`src/hdl/epdd_pkg.sv`:
```
// Shared constants, types and the digit pattern table for the echo rangefinder display.
`timescale 1ns / 1ps
`default_nettype none
package epdd_pkg;

  localparam int COUNT_BITS = 8;
  localparam int DIGITS = 4;
  localparam int REG_BITS = 10;
  localparam int FRAC_BITS = 8;
  localparam int PROD_BITS = COUNT_BITS + REG_BITS;
  localparam int LIMIT_BITS = REG_BITS + FRAC_BITS;
  localparam int CMP_BITS = (PROD_BITS > LIMIT_BITS) ? PROD_BITS : LIMIT_BITS;
  localparam int SEG_BITS = 7;
  localparam int EN_BITS = 4;
  localparam int CFG_INDEX_BITS = 2;
  localparam int QDEPTH = 4;
  localparam int QPTR_BITS = $clog2(QDEPTH);
  localparam int QCNT_BITS = $clog2(QDEPTH + 1);
  localparam int DIGIT_IDX_BITS = (DIGITS > 1) ? $clog2(DIGITS) : 1;
  localparam int BCD_BITS = 4;
  localparam int DIV10_MUL = 205;
  localparam int DIV10_SHIFT = 11;
  localparam int DIV_PROD_BITS = REG_BITS + 8;

  localparam logic [REG_BITS-1:0] SCALE_RESET = REG_BITS'(281);
  localparam logic [REG_BITS-1:0] MIN_RESET = REG_BITS'(5);
  localparam logic [REG_BITS-1:0] MAX_RESET = REG_BITS'(200);

  localparam logic [CFG_INDEX_BITS-1:0] REG_SCALE = CFG_INDEX_BITS'(0);
  localparam logic [CFG_INDEX_BITS-1:0] REG_MIN = CFG_INDEX_BITS'(1);
  localparam logic [CFG_INDEX_BITS-1:0] REG_MAX = CFG_INDEX_BITS'(2);

  typedef struct packed {
    logic [REG_BITS-1:0] scale_factor_q8;
    logic [REG_BITS-1:0] min_distance;
    logic [REG_BITS-1:0] max_distance;
  } cfg_regs_t;

  typedef struct packed {
    logic                 not_empty;
    logic [QCNT_BITS-1:0] free;
  } queue_status_t;

  function automatic logic [SEG_BITS-1:0] seg_pattern(input logic [BCD_BITS-1:0] digit);
    logic [SEG_BITS-1:0] pattern;
    case (digit)
      4'd0: pattern = 7'h3F;
      4'd1: pattern = 7'h06;
      4'd2: pattern = 7'h5B;
      4'd3: pattern = 7'h4F;
      4'd4: pattern = 7'h66;
      4'd5: pattern = 7'h6D;
      4'd6: pattern = 7'h7D;
      4'd7: pattern = 7'h07;
      4'd8: pattern = 7'h7F;
      4'd9: pattern = 7'h67;
      default: pattern = 7'h00;
    endcase
    return pattern;
  endfunction

endpackage
`default_nettype wire

```
`src/hdl/epdd_front.sv`:
```
// Front part: edge detection, pulse width, scaling and range test.
`timescale 1ns / 1ps
`default_nettype none
module epdd_front
  import epdd_pkg::*;
(
  input  wire logic                clk,
  input  wire logic                rst,
  input  wire logic                in_valid,
  output logic                     in_ready,
  input  wire logic                echo_level,
  input  wire cfg_regs_t           cfg,
  input  wire queue_status_t       q_status,
  output logic                     push,
  output logic [REG_BITS-1:0]      push_whole
);

  logic [COUNT_BITS-1:0] tick_count;
  logic                  echo_previous;
  logic [COUNT_BITS-1:0] start_count;
  logic                  measuring;
  logic                  pulse_valid;
  logic [COUNT_BITS-1:0] pulse;
  logic                  prod_valid;
  logic [PROD_BITS-1:0]  prod;

  logic                  accept;
  logic                  rise;
  logic                  fall;
  logic [1:0]            inflight;
  logic [CMP_BITS-1:0]   prod_ext;
  logic [CMP_BITS-1:0]   lo_limit;
  logic [CMP_BITS-1:0]   hi_limit;

  assign inflight = {1'b0, pulse_valid} + {1'b0, prod_valid};
  assign in_ready = QCNT_BITS'(inflight) < q_status.free;
  assign accept = in_valid && in_ready;
  assign rise = echo_level && !echo_previous;
  assign fall = !echo_level && echo_previous && measuring;

  always_ff @(posedge clk) begin
    if (rst) begin
      tick_count <= '0;
      echo_previous <= 1'b0;
      start_count <= '0;
      measuring <= 1'b0;
      pulse_valid <= 1'b0;
      prod_valid <= 1'b0;
    end else begin
      pulse_valid <= 1'b0;
      prod_valid <= pulse_valid;
      if (accept) begin
        echo_previous <= echo_level;
        tick_count <= tick_count + COUNT_BITS'(1);
        if (rise) begin
          start_count <= tick_count;
          measuring <= 1'b1;
        end else if (fall) begin
          measuring <= 1'b0;
          pulse_valid <= tick_count > start_count;
        end
      end
    end
  end

  always_ff @(posedge clk) begin
    if (accept) begin
      pulse <= tick_count - start_count;
    end
    prod <= PROD_BITS'(pulse) * PROD_BITS'(cfg.scale_factor_q8);
  end

  assign prod_ext = CMP_BITS'(prod);
  assign lo_limit = CMP_BITS'({cfg.min_distance, FRAC_BITS'(0)});
  assign hi_limit = CMP_BITS'({cfg.max_distance, FRAC_BITS'(0)});
  assign push = prod_valid && (prod_ext > lo_limit) && (prod_ext < hi_limit);
  assign push_whole = REG_BITS'(prod >> FRAC_BITS);

endmodule
`default_nettype wire

```
`src/hdl/epdd_queue.sv`:
```
// Short queue of accepted distances between the front and back parts.
`timescale 1ns / 1ps
`default_nettype none
module epdd_queue
  import epdd_pkg::*;
(
  input  wire logic                clk,
  input  wire logic                rst,
  input  wire logic                push,
  input  wire logic [REG_BITS-1:0] wdata,
  input  wire logic                pop,
  output logic [REG_BITS-1:0]      rdata,
  output queue_status_t            status
);

  logic [REG_BITS-1:0]  entries [QDEPTH];
  logic [QPTR_BITS-1:0] wr_ptr;
  logic [QPTR_BITS-1:0] rd_ptr;
  logic [QCNT_BITS-1:0] count;

  always_ff @(posedge clk) begin
    if (rst) begin
      wr_ptr <= '0;
      rd_ptr <= '0;
      count <= '0;
    end else begin
      if (push) begin
        wr_ptr <= wr_ptr + QPTR_BITS'(1);
      end
      if (pop) begin
        rd_ptr <= rd_ptr + QPTR_BITS'(1);
      end
      if (push && !pop) begin
        count <= count + QCNT_BITS'(1);
      end else if (pop && !push) begin
        count <= count - QCNT_BITS'(1);
      end
    end
  end

  always_ff @(posedge clk) begin
    if (push) begin
      entries[wr_ptr] <= wdata;
    end
  end

  assign rdata = entries[rd_ptr];
  assign status.not_empty = count != '0;
  assign status.free = QCNT_BITS'(QDEPTH) - count;

endmodule
`default_nettype wire

```
`src/hdl/epdd_back.sv`:
```
// Back part: decimal digit sequencer and the registered result stage.
`timescale 1ns / 1ps
`default_nettype none
module epdd_back
  import epdd_pkg::*;
(
  input  wire logic                clk,
  input  wire logic                rst,
  input  wire queue_status_t       q_status,
  input  wire logic [REG_BITS-1:0] q_rdata,
  output logic                     pop,
  output logic                     out_valid,
  input  wire logic                out_ready,
  output logic [SEG_BITS-1:0]      segments,
  output logic [EN_BITS-1:0]       digit_enable_n,
  output logic [REG_BITS-1:0]      distance_whole,
  output logic                     last_digit
);

  logic                      active;
  logic [DIGIT_IDX_BITS-1:0] digit_idx;
  logic [REG_BITS-1:0]       rest;
  logic [REG_BITS-1:0]       whole;

  logic                      advance;
  logic                      is_last;
  logic [DIV_PROD_BITS-1:0]  div_prod;
  logic [REG_BITS-1:0]       quotient;
  logic [BCD_BITS-1:0]       remainder;
  logic [EN_BITS-1:0]        enable_n;

  assign advance = active && (!out_valid || out_ready);
  assign is_last = digit_idx == DIGIT_IDX_BITS'(DIGITS - 1);
  assign pop = q_status.not_empty && (!active || (advance && is_last));

  assign div_prod = DIV_PROD_BITS'(rest) * DIV_PROD_BITS'(DIV10_MUL);
  assign quotient = REG_BITS'(div_prod >> DIV10_SHIFT);
  assign remainder = BCD_BITS'(rest - REG_BITS'(quotient * REG_BITS'(10)));

  always_comb begin
    if (int'(digit_idx) < EN_BITS) begin
      enable_n = ~(EN_BITS'(1) << digit_idx);
    end else begin
      enable_n = '1;
    end
  end

  always_ff @(posedge clk) begin
    if (rst) begin
      active <= 1'b0;
      out_valid <= 1'b0;
    end else begin
      if (pop) begin
        active <= 1'b1;
      end else if (advance && is_last) begin
        active <= 1'b0;
      end
      if (advance) begin
        out_valid <= 1'b1;
      end else if (out_ready) begin
        out_valid <= 1'b0;
      end
    end
  end

  always_ff @(posedge clk) begin
    if (pop) begin
      digit_idx <= '0;
      rest <= q_rdata;
      whole <= q_rdata;
    end else if (advance) begin
      digit_idx <= digit_idx + DIGIT_IDX_BITS'(1);
      rest <= quotient;
    end
    if (advance) begin
      segments <= seg_pattern(remainder);
      digit_enable_n <= enable_n;
      distance_whole <= whole;
      last_digit <= is_last;
    end
  end

endmodule
`default_nettype wire

```
`src/hdl/echo_pulse_distance_display.sv`:
```
// Top level of the echo pulse rangefinder with seven-segment digit output.
// Throughput: one tick request per cycle while the queue has room; each pulse passing
// the range test yields four digit results, one per cycle while out_ready is high, set
// by the single digit sequencer in the back part. A four-entry distance queue absorbs
// bursts; ticks stall only while it could overflow. Reset is synchronous and clears the
// counters, edge state and queue and loads the default configuration.
`timescale 1ns / 1ps
`default_nettype none
module echo_pulse_distance_display
  import epdd_pkg::*;
(
  input  wire logic                      clk,
  input  wire logic                      rst,
  input  wire logic                      in_valid,
  output logic                           in_ready,
  input  wire logic                      echo_level,
  output logic                           out_valid,
  input  wire logic                      out_ready,
  output logic [SEG_BITS-1:0]            segments,
  output logic [EN_BITS-1:0]             digit_enable_n,
  output logic [REG_BITS-1:0]            distance_whole,
  output logic                           last_digit,
  input  wire logic                      cfg_valid,
  output logic                           cfg_ready,
  input  wire logic [CFG_INDEX_BITS-1:0] cfg_index,
  input  wire logic [REG_BITS-1:0]       cfg_data
);

  cfg_regs_t           cfg;
  queue_status_t       q_status;
  logic                push;
  logic [REG_BITS-1:0] push_whole;
  logic                pop;
  logic [REG_BITS-1:0] q_rdata;

  assign cfg_ready = 1'b1;

  always_ff @(posedge clk) begin
    if (rst) begin
      cfg.scale_factor_q8 <= SCALE_RESET;
      cfg.min_distance <= MIN_RESET;
      cfg.max_distance <= MAX_RESET;
    end else if (cfg_valid) begin
      unique case (cfg_index)
        REG_SCALE: cfg.scale_factor_q8 <= cfg_data;
        REG_MIN:   cfg.min_distance <= cfg_data;
        REG_MAX:   cfg.max_distance <= cfg_data;
        default: begin
        end
      endcase
    end
  end

  epdd_front u_front (
    .clk        (clk),
    .rst        (rst),
    .in_valid   (in_valid),
    .in_ready   (in_ready),
    .echo_level (echo_level),
    .cfg        (cfg),
    .q_status   (q_status),
    .push       (push),
    .push_whole (push_whole)
  );

  epdd_queue u_queue (
    .clk    (clk),
    .rst    (rst),
    .push   (push),
    .wdata  (push_whole),
    .pop    (pop),
    .rdata  (q_rdata),
    .status (q_status)
  );

  epdd_back u_back (
    .clk            (clk),
    .rst            (rst),
    .q_status       (q_status),
    .q_rdata        (q_rdata),
    .pop            (pop),
    .out_valid      (out_valid),
    .out_ready      (out_ready),
    .segments       (segments),
    .digit_enable_n (digit_enable_n),
    .distance_whole (distance_whole),
    .last_digit     (last_digit)
  );

endmodule
`default_nettype wire
```
`config.mk`:
```
export PLATFORM = sky130hd
export DESIGN_NAME = echo_pulse_distance_display
export DESIGN_NICKNAME = d
export VERILOG_FILES = /design/src/hdl/epdd_pkg.sv /design/src/hdl/epdd_front.sv /design/src/hdl/epdd_queue.sv /design/src/hdl/epdd_back.sv /design/src/hdl/echo_pulse_distance_display.sv
export SDC_FILE = /design/constraint.sdc
export NUM_CORES = 1
export LEC_CHECK = 0
export ABC_AREA = 0
export BUFFER_PORTS_ARGS = -buffer_cell sky130_fd_sc_hd__buf_2
export CAP_MARGIN = 20
export CORE_UTILIZATION = 59
export CTS_CLUSTER_DIAMETER = 100
export CTS_CLUSTER_SIZE = 14
export DETAILED_ROUTE_END_ITERATION = 7
export HOLD_SLACK_MARGIN = 0.08
export PLACE_DENSITY = 0.78
export REMOVE_ABC_BUFFERS = 1
export SLEW_MARGIN = 20
export SYNTH_ARGS = -nofsm -noshare
export SYNTH_HDL_FRONTEND = slang
export SYNTH_SLANG_ARGS = --single-unit
export TNS_END_PERCENT = 1
```
`constraint.sdc`:
```
create_clock -name clk -period 14.14 [get_ports clk]
set_clock_uncertainty 0.15 [all_clocks]
set_input_delay 0.707 -clock clk [delete_from_list [all_inputs] [get_ports clk]]
set_output_delay 0.707 -clock clk [all_outputs]
set_load 0.02 [all_outputs]
```
Word-level counts from Yosys, hierarchy flattened. Memory sizes are Yosys's and may differ from the RTL's. A register that Yosys moved wholly into a read port is not among the register bits. Cells that the tools add are included. W data, S select, Z words.

Bits in registers: 122. Bits in latches: 0. RAM bits: 40. Bits in read-only memories: 112. Input bits: 18. Output and inout bits: 25. Memories: 2.

Add/sub/neg operators: 10. $mul: 3. Div/mod/pow operators: 0. Order comparisons: 4. Equality and inequality tests: 3. Shift-type cells: 1. Mux-type cells: 14. Bitwise operators: 3. Reduce and logical (&&, ||, !) cells: 32.

Memory list: (no name shown) (depth 16, width 7, rd ports 1, clocked after memory_dff 1, write ports 0, line epdd_pkg.sv:46) `case (digit)`; u_queue.entries (depth 4, width 10, rd ports 1, clocked after memory_dff 1, write ports 1, line epdd_queue.sv:16) `logic [REG_BITS-1:0] entries [QDEPTH];`.

Operators by type and width (count): $mux W10 (2); $gt A18 B18 Y1 (1); $lt A18 B18 Y1 (1); $mul A10 B8 Y18 const B (1); $mul A8 B10 Y18 (1); $logic_and A1 B1 Y1 (11); $reduce_and A2 Y1 (5); $reduce_bool A2 Y1 (5); $add A8 B1 Y8 const B (1); $gt A8 B8 Y1 (1); $mux W1 (8); $sub A8 B8 Y8 (1); $mul A7 B3 Y3 const B (1); $add A2 B1 Y2 const B (3); $logic_not A1 Y1 (6); $mux W3 (2); $eq A2 B2 Y1 const B (2); $mux W2 (2); $not A4 Y4 (1); $reduce_or A4 Y1 (1); $shl A1 B2 Y4 const A (1); $sub A4 B4 Y4 (1); $add A3 B1 Y3 const B (1); $lt A2 B3 Y1 (1); 8 further kinds (10).

Depth between registers and ports, before layout. Gate-level depths: netlist of run 1.

Depth in word-level cells: 9. Depth in mapped cells: 23. Mapped depth without buffers: 23.

Modules after synthesis. From an unflattened synthesis of run 1, not the netlist that was laid out.

Cell total of the unflattened synthesis: 1075. Area, all modules: 11562.3 µm².

By module, submodules not included: epdd_front (times used 1, cells an instance 545, area each 4907.2 µm², sequential area each 1001.0 µm²); epdd_back (times used 1, cells an instance 305, area each 3483.3 µm², sequential area each 1341.3 µm²); epdd_queue (times used 1, cells an instance 102, area each 1910.6 µm², sequential area each 1381.3 µm²); echo_pulse_distance_display (times used 1, cells an instance 123, area each 1261.2 µm², sequential area each 600.6 µm²).

Least setup slack after synthesis of run 1. OpenSTA, ideal clock, no wires.

Path type: reg2reg. Start point: register u_back.rest[8]. End point: register u_back.segments[3] (data pin). Library setup time: 0.261 ns. Arrival time: 5.590 ns. Required time: 13.729 ns. Path slack: 8.139 ns. Cell stages (with the launch flop): 24. Path buffers: 0. Cells stage by stage: edfxtp_1 -> ha_1 -> inv_1 -> fa_1 -> inv_1 -> fa_1 -> inv_1 -> fa_1 -> inv_1 -> ha_1 -> o211a_1 -> nand2_1 -> a21oi_1 -> nor2_1 -> xnor2_1 -> ha_1 -> fa_1 -> xor2_1 -> a2111oi_2 -> o21ai_1 -> and4_4 -> and2_2 -> a41o_2 -> a311o_1.

Word-level cells in the longest chain between the ends: 3.

Ends and longest elaborated chain: from (decl) (line epdd_back.sv:22) `logic [REG_BITS-1:0] rest;`; from (signal assigned) (line epdd_back.sv:69) `rest <= q_rdata;`; from (signal assigned) (line epdd_back.sv:73) `rest <= quotient;`; $mul A10 B8 Y18 (line epdd_back.sv:36) `assign div_prod = DIV_PROD_BITS'(rest) * DIV_PROD_BITS'(DIV10_MUL);`; $mul A7 B3 Y3 (line epdd_back.sv:38) `assign remainder = BCD_BITS'(rest - REG_BITS'(quotient * REG_BITS'(10)));`; $sub A4 B4 Y4 (line epdd_back.sv:38); to (decl) (line epdd_back.sv:14) `output logic [SEG_BITS-1:0] segments,`.

No other way between the ends. A chain may end at the register's enable or synchronous reset.

Final worst setup path of run 1.
Start point: register u_back.rest[3]. End point: register u_back.segments[3] (data pin).

Word-level cells in the longest chain between the ends: 3.

Ends and longest elaborated chain (line): $mul A10 B8 Y18 (epdd_back.sv:36); $mul A7 B3 Y3 (epdd_back.sv:38); $sub A4 B4 Y4 (*) (epdd_back.sv:38).

Every way passes the cells marked *; elsewhere a longest branch is shown, timed or not.

==> results of run 1 <==
## cell usage after synthesis, types with 4 or more instances
master	number
nor2b_1	11
and3_1	5
mux4_2	10
o2111ai_1	4
nor3_1	5
nor4_1	4
edfxtp_1	90
nand2_1	74
fa_1	68
mux2i_1	23
xnor2_1	15
nand3_1	8
ha_1	132
clkbuf_1	15
inv_1	174
dfxtp_1	81
a211o_1	10
a211oi_1	4
nand2b_1	9
o21a_1	5
xor2_1	24
a31oi_1	6
o21ai_0	21
nor2_1	64
a21o_1	20
nand4_1	10
and2_1	70
a21oi_1	43
## worst paths after layout
path / from / cells after the start / endpoint
max: u_back.rest[3]$_DFFE_PP_ / 23 / u_back.segments[3]$_DFFE_PP_
min: u_back.whole[9]$_DFFE_PP_ / 0 / u_back.distance_whole[9]$_DFFE_PP_
max reg2reg: u_back.rest[3]$_DFFE_PP_ / 23 / u_back.segments[3]$_DFFE_PP_
min reg2reg: u_back.whole[9]$_DFFE_PP_ / 0 / u_back.distance_whole[9]$_DFFE_PP_
## cells by family (layout without fill, tap and decap cells)
kind of cell,Yosys count,after routing,share of synthesized area (%)
xor+xnor,39,39,3.013
flops,171,171,38.14
simple gates,282,282,12.88
mux,35,35,4.216
fa+ha+maj,200,200,26.58
other cells,1,1,0.03308
buf+inv,197,251,6.842
compound gates,138,138,8.299
## critical path, cell delays in order, from the launching register on
cell and delay [ns]:
edfxtp_1 0.47, ha_1 0.36, inv_1 0.07, fa_1 0.50, inv_1 0.05, fa_1 0.49, inv_1 0.05, fa_1 0.53
inv_1 0.04, ha_1 0.36, o211a_1 0.24, nand2_1 0.10, a21oi_1 0.12, nor2_1 0.08, xnor2_1 0.19, ha_1 0.26
fa_1 0.38, xor2_1 0.42, nand2_1 0.17, o31ai_1 0.28, nor4_2 0.11, and2_2 0.21, a41o_2 0.28, a311o_1 0.31
## per-layer routing
metal	vias up	wire [um]	share of wire [%]	global-route usage, %
li1	3644	-	-	-
met1	3588	9246	43	28.14
met2	148	11290	52	44.17
met3	26	781	3.6	3.363
met4	0	364	1.7	7.838
met5	-	0	0	0
## flip-flops by register name (all words and copies together), names as in the netlist, named ones only
| signal | count |
|---|---|
| u_back.segments | 7 |
| u_back.out_valid | 1 |
| u_front.pulse | 8 |
| u_back.distance_whole | 10 |
| u_front.echo_previous | 1 |
| u_front.pulse_valid | 1 |
| u_queue.count | 3 |
| u_queue.wr_ptr | 2 |
| u_back.last_digit | 1 |
| u_front.prod_valid | 1 |
| u_back.digit_enable_n | 4 |
| u_back.rest | 10 |
| u_front.start_count | 8 |
| u_queue.entries | 40 |
| u_queue.rd_ptr | 2 |
| u_front.prod | 18 |
| cfg | 30 |
| u_back.whole | 10 |
| u_front.measuring | 1 |
| u_back.active | 1 |
| u_back.digit_idx | 2 |
| u_front.tick_count | 8 |
## final cells by class
cell class | count | area share, %
repair buffers | 44 | 1.847
multi-input cells | 695 | 50.62
inverters | 175 | 5.327
well taps | 234 | 2.374
clock buffers | 17 | 3.450
flip-flops and latches | 171 | 35.07
clock inverters | 15 | 1.309
## stage by stage
| stage | setup WS [ns] | utilization [%] | hold slack (ns) | cells | area [um2] |
|---|---|---|---|---|---|
| finish | 7.666 | 65.70 | 0.2696 | 1351 | 12330 |
| detailed placement | 7.722 | 62.57 | 0.2554 | 1319 | 11740 |
| global placement | 7.885 | 62.57 | 0.2514 | 1319 | 11740 |
| global route | 7.288 | 65.70 | 0.2735 | 1351 | 12330 |
| CTS | 7.698 | 65.70 | 0.2707 | 1351 | 12330 |
| floorplan | 8.136 | - | 0.2503 | 1041 | 11220 |
==> metrics.cfg, run 1 <==
[placement]
hpwl_um=16660
portBuffers=41
gp_congestion=0.9020

[setup_path]
worst_setup_path_end_kind=flop
cp-start-kind=flop
cp.arrival_ns=6.50
crit_type=flop to flop
required_ns=14.17
reg2reg_slack_ns=7.67
path_max_fanout=6

[outcome]
outcome=finished, final reports clean

[timing]
fin_crit_ns=6.474
drv_slew=0
max_freq_mhz=154.5
finalHoldViolations=0
setup_violations=0
relSlewSlack_pct=43.54
fin_crit_sh_pct=45.79
rsz0062_at_grt=no
tightest_slew_ns=0.8460
final.setup.tns_ns=0

[logic_synthesis]
synth_ff_type=edfxtp_1
synthesis.area_mm2=0.01134
synth_edf_count=90
synth_cells=1063
synth_cell_types=69
synth_seq_cells=171
synth_top_area_share_pct=23.84
synth.avg_cell_area_um2=10.67
synth_top_area_cell=edfxtp_1
synth.area.top_cells=edfxtp_1 (24%), ha_1 (15%), dfxtp_1 (14%)
ys_seq_area_share_pct=38.14
ys_warn_count=0
synthArstFlopShare_pct=0

[clocking]
cts_tree=built
clk_pin_slew_ns=0.07
clkLatencyLatePin_ns=0.43
post_cts_buffers=0
clock_path_buffers=2
cts_resized=0
cts-hold-fix-buffers=0
cts_root_buffer=clkbuf_16
cts_htree_levels=4
cts_sinks=171
numCtsBuffers=17

[floorplanning]
ios=43
die-area_mm2=0.01977
start_util_pct=60.41
die_w_um=140.6
coreArea_mm2=0.01877
die_h_um=140.6
rows=50

[layout]
final_nets=1322
final-seq-area_mm2=0.004324
layout-drive-gt1-share_pct=9.579
fillers=1435
antenna_cells=0
layout_common_cells=inv_1 (174), ha_1 (132), edfxtp_1 (90)
final_common_cell=inv_1
multiInputGateArea_mm2=0.006242
syn_to_final_growth_pct=8.763

[global_route]
grt_overflow_total=0
antenna_found_initial=0
grt_pass1_vias=7662
grt_first_pass_wirelength_um=36730
grt_max_degree=63
track_usage_pct=23.75

[routing]
drc=0
vias=7406
dr.first_iter.drc_count=195
wl_per_cell_um=16.05
vias_per_cell=5.482
drt_pre_antenna_iters=5
antenna_left=0
finalWirelength_um=21680

[job]
drv_cap=0

[hold_path]
hold_class=flop to flop

Power of run 1 is not shown: default switching activity piles up to over one toggle a cycle in this logic, so the estimate is an artifact.
==> run 2: changes to the inputs <==
- CORE_UTILIZATION: 59 -> 57
- clock period: 14.14 -> 5.42 ns (I/O delays scaled with it)
==> metrics.cfg, run 2 (synthesis results as in run 1) <==
[outcome]
violations=setup timing
outcome=finished, violations left  ; was finished, final reports clean

[floorplanning]
die-area_mm2=0.02046  ; was 0.01977 mm2
die_w_um=143.0  ; was 140.6 um
rows=51  ; was 50
ios=43  ; unchanged
coreArea_mm2=0.01946  ; was 0.01877 mm2
die_h_um=143.0  ; was 140.6 um
start_util_pct=58.25  ; was 60.41%

[layout]
layout-drive-gt1-share_pct=17.78  ; was 9.579%
antenna_cells=0  ; unchanged
final_nets=1403  ; was 1,322
finalNonFillerCells=1463  ; was 1,351
fin_util_pct=68.54  ; was 65.70%
syn_to_final_growth_pct=17.67  ; was 8.763%
final_common_cell=inv_1  ; unchanged
top_regs=u_queue.entries: 40 flops, cfg: 30 flops, u_front.prod: 18 flops  ; unchanged
largest_register=u_queue.entries  ; unchanged
layout_common_cells=inv_1 (166), ha_1 (122), edfxtp_1 (90)  ; was inv_1 (174), ha_1 (132), edfxtp_1 (90)
fillers=1405  ; was 1,435
largest_register_ffs=40  ; unchanged

[setup_path]
cp.arrival_ns=5.90  ; was 6.50 ns
max_stage_delay_ns=0.51  ; was 0.53 ns
path_max_fanout=5  ; was 6
crit_chain=buf_6 -> ha_4 -> inv_2 -> fa_1 -> inv_2 -> fa_1 -> inv_2 -> fa_1 -> inv_2 -> ha_4 -> o211a_4 -> nand2_4 -> a21oi_4 -> nor2_4 -> xnor2_2 -> ha_2 -> fa_2 -> xor2_4 -> nand2_2 -> nor4_4 -> nor4_4 -> and4_1 -> a41o_2 -> a311o_1  ; was ha_1 -> inv_1 -> fa_1 -> inv_1 -> fa_1 -> inv_1 -> fa_1 -> inv_1 -> ha_1 -> o211a_1 -> nand2_1 -> a21oi_1 -> nor2_1 -> xnor2_1 -> ha_1 -> fa_1 -> xor2_1 -> nand2_1 -> o31ai_1 -> nor4_2 -> and2_2 -> a41o_2 -> a311o_1
critPathSlowestCell=fa_1  ; unchanged
crit_type=flop to flop  ; unchanged
cp_common_cell=inv_2
reg2reg_depth=24  ; was 23
cp-start-kind=flop  ; unchanged
worst_setup_path_end_kind=flop  ; unchanged
crit_end=u_back.segments[3]$_DFFE_PP_  ; unchanged
timing.rr.start=u_back.rest[6]$_DFFE_PP_  ; was u_back.rest[3]$_DFFE_PP_
worstReg2RegEnd=u_back.segments[3]$_DFFE_PP_  ; unchanged
startpoint=u_back.rest[6]$_DFFE_PP_  ; was u_back.rest[3]$_DFFE_PP_
required_ns=5.45  ; was 14.17 ns
reg2reg_slack_ns=-0.44  ; was 7.67 ns

[clocking]
cts_sinks=171  ; unchanged
numCtsBuffers=17  ; unchanged
clk_pin_slew_ns=0.07  ; about the same
clock_path_buffers=2  ; unchanged
cts_root_buffer=clkbuf_16  ; unchanged
clkLatencyLatePin_ns=0.43  ; about the same
cts_htree_levels=4  ; unchanged
cts_tree=built  ; unchanged

[timing]
whs_ns=0.1180  ; was 0.2696 ns
setup_slack_ns=-0.4446  ; was 7.666 ns
finalHoldViolations=0  ; unchanged
final.setup.tns_ns=-2.491  ; was 0 ns
rsz0062_at_grt=yes  ; was no
tightest_slew_ns=0.8397  ; was 0.8460 ns
setup_violations=7  ; was 0
fin_crit_sh_pct=108.2  ; was 45.79%
max_freq_mhz=170.5  ; was 154.5 MHz
relSlewSlack_pct=43.96  ; was 43.54%
fin_crit_ns=5.865  ; was 6.474 ns
drv_slew=0  ; unchanged

[routing]
vias_per_cell=5.390  ; was 5.482
wl_per_cell_um=16.02  ; was 16.05 um
vias=7886  ; was 7,406
drt_pre_antenna_iters=6  ; was 5
dr.first_iter.drc_count=330  ; was 195
finalWirelength_um=23440  ; was 21,680 um
antenna_left=0  ; unchanged
drc=0  ; unchanged

[placement]
dp_cells=1401  ; was 1,319
gp_congestion=0.8708  ; was 0.9020
portBuffers=41  ; unchanged
hpwl_um=17150  ; was 16,660 um

[global_route]
grt_max_degree=63  ; unchanged
grt_first_pass_wirelength_um=38200  ; was 36,730 um
grt_overflow_total=0  ; unchanged
antenna_found_initial=0  ; unchanged
grt_pass1_vias=8003  ; was 7,662
track_usage_pct=24.34  ; was 23.75%

[job]
drv_cap=0  ; unchanged

[hold_path]
min_from=cfg_index[0]  ; was u_back.whole[9]$_DFFE_PP_
hold_class=input pin to flop  ; was flop to flop

==> run 2: cell count changes in the layout (fill, tap and decap cells not counted), sizes merged <==
cell,before,now
dlygate4sd3,0,14
bufinv,1,0
clkinv,6,7
inv,180,181
buf,44,111
clkinvlp,3,2
==> run 2: worst min-delay path by stage <==
stage	slack [ns]	endpoint	depth (start not counted)
floorplan	0.19	cfg[0]$_SDFFE_PP0P_	1
global placement	0.25	u_back.distance_whole[1]$_DFFE_PP_	0
detailed placement	0.25	u_back.distance_whole[6]$_DFFE_PP_	0
CTS	0.11	cfg[26]$_SDFFE_PP0P_	4
global route	0.16	cfg[27]$_SDFFE_PP0P_	4
finish	0.12	cfg[29]$_SDFFE_PP0P_	4
==> run 2: what timing repair did <==
item / in CTS / in global routing
gates cloned: 0 / 0
buffers inserted: 9 / 7
pin swaps: 25 / 32
setup endpoints to repair: 7 / 7
gates resized for setup: 32 / 27
hold buffers: 14 / 0
endpoints found under the hold margin: 33 / 0
==> run 2: cell type report <==
| class | count | area [um2] | share of cell area, % |
|---|---|---|---|
| Clock inverter | 15 | 171.4 | 1.285 |
| Timing Repair Buffer | 125 | 893.4 | 6.697 |
| Tap cell | 265 | 331.6 | 2.485 |
| Inverter | 175 | 656.9 | 4.924 |
| Sequential cell | 171 | 4324 | 32.41 |
| Clock buffer | 17 | 425.4 | 3.189 |
| Multi-Input combinational cell | 695 | 6538 | 49.01 |
==> run 2: stage by stage <==
stage                     setup slack [ns]  cell area, um2
after global routing               -0.5976           13340
after floorplan                    -0.5845           11220
after CTS                          -0.4441           13150
after global placement             -0.6106           12170
final                              -0.4446           13340
after detailed placement           -0.8308           12170
==> run 2: worst max-delay path, delay by kind of cell (launching register included) <==
kind	cells	cell delay, ns
XOR/XNOR	2	0.38
buffers and inverters	5	0.32
flip-flops	1	0.45
adder cells (fa/ha/maj)	7	2.63
AND/OR/NAND/NOR	6	0.90
AO/OA/AOI/OAI	4	0.79
==> run 2: routing by layer <==
metal | global-route usage (%) | wire length (um) | vias up
li1 | - | - | 3816
met1 | 28.40 | 9920 | 3871
met2 | 44.88 | 12260 | 157
met3 | 2.817 | 621 | 42
met4 | 10.53 | 636 | 0
met5 | 0 | 0 | -
Power of run 2 is left out for the same reason.
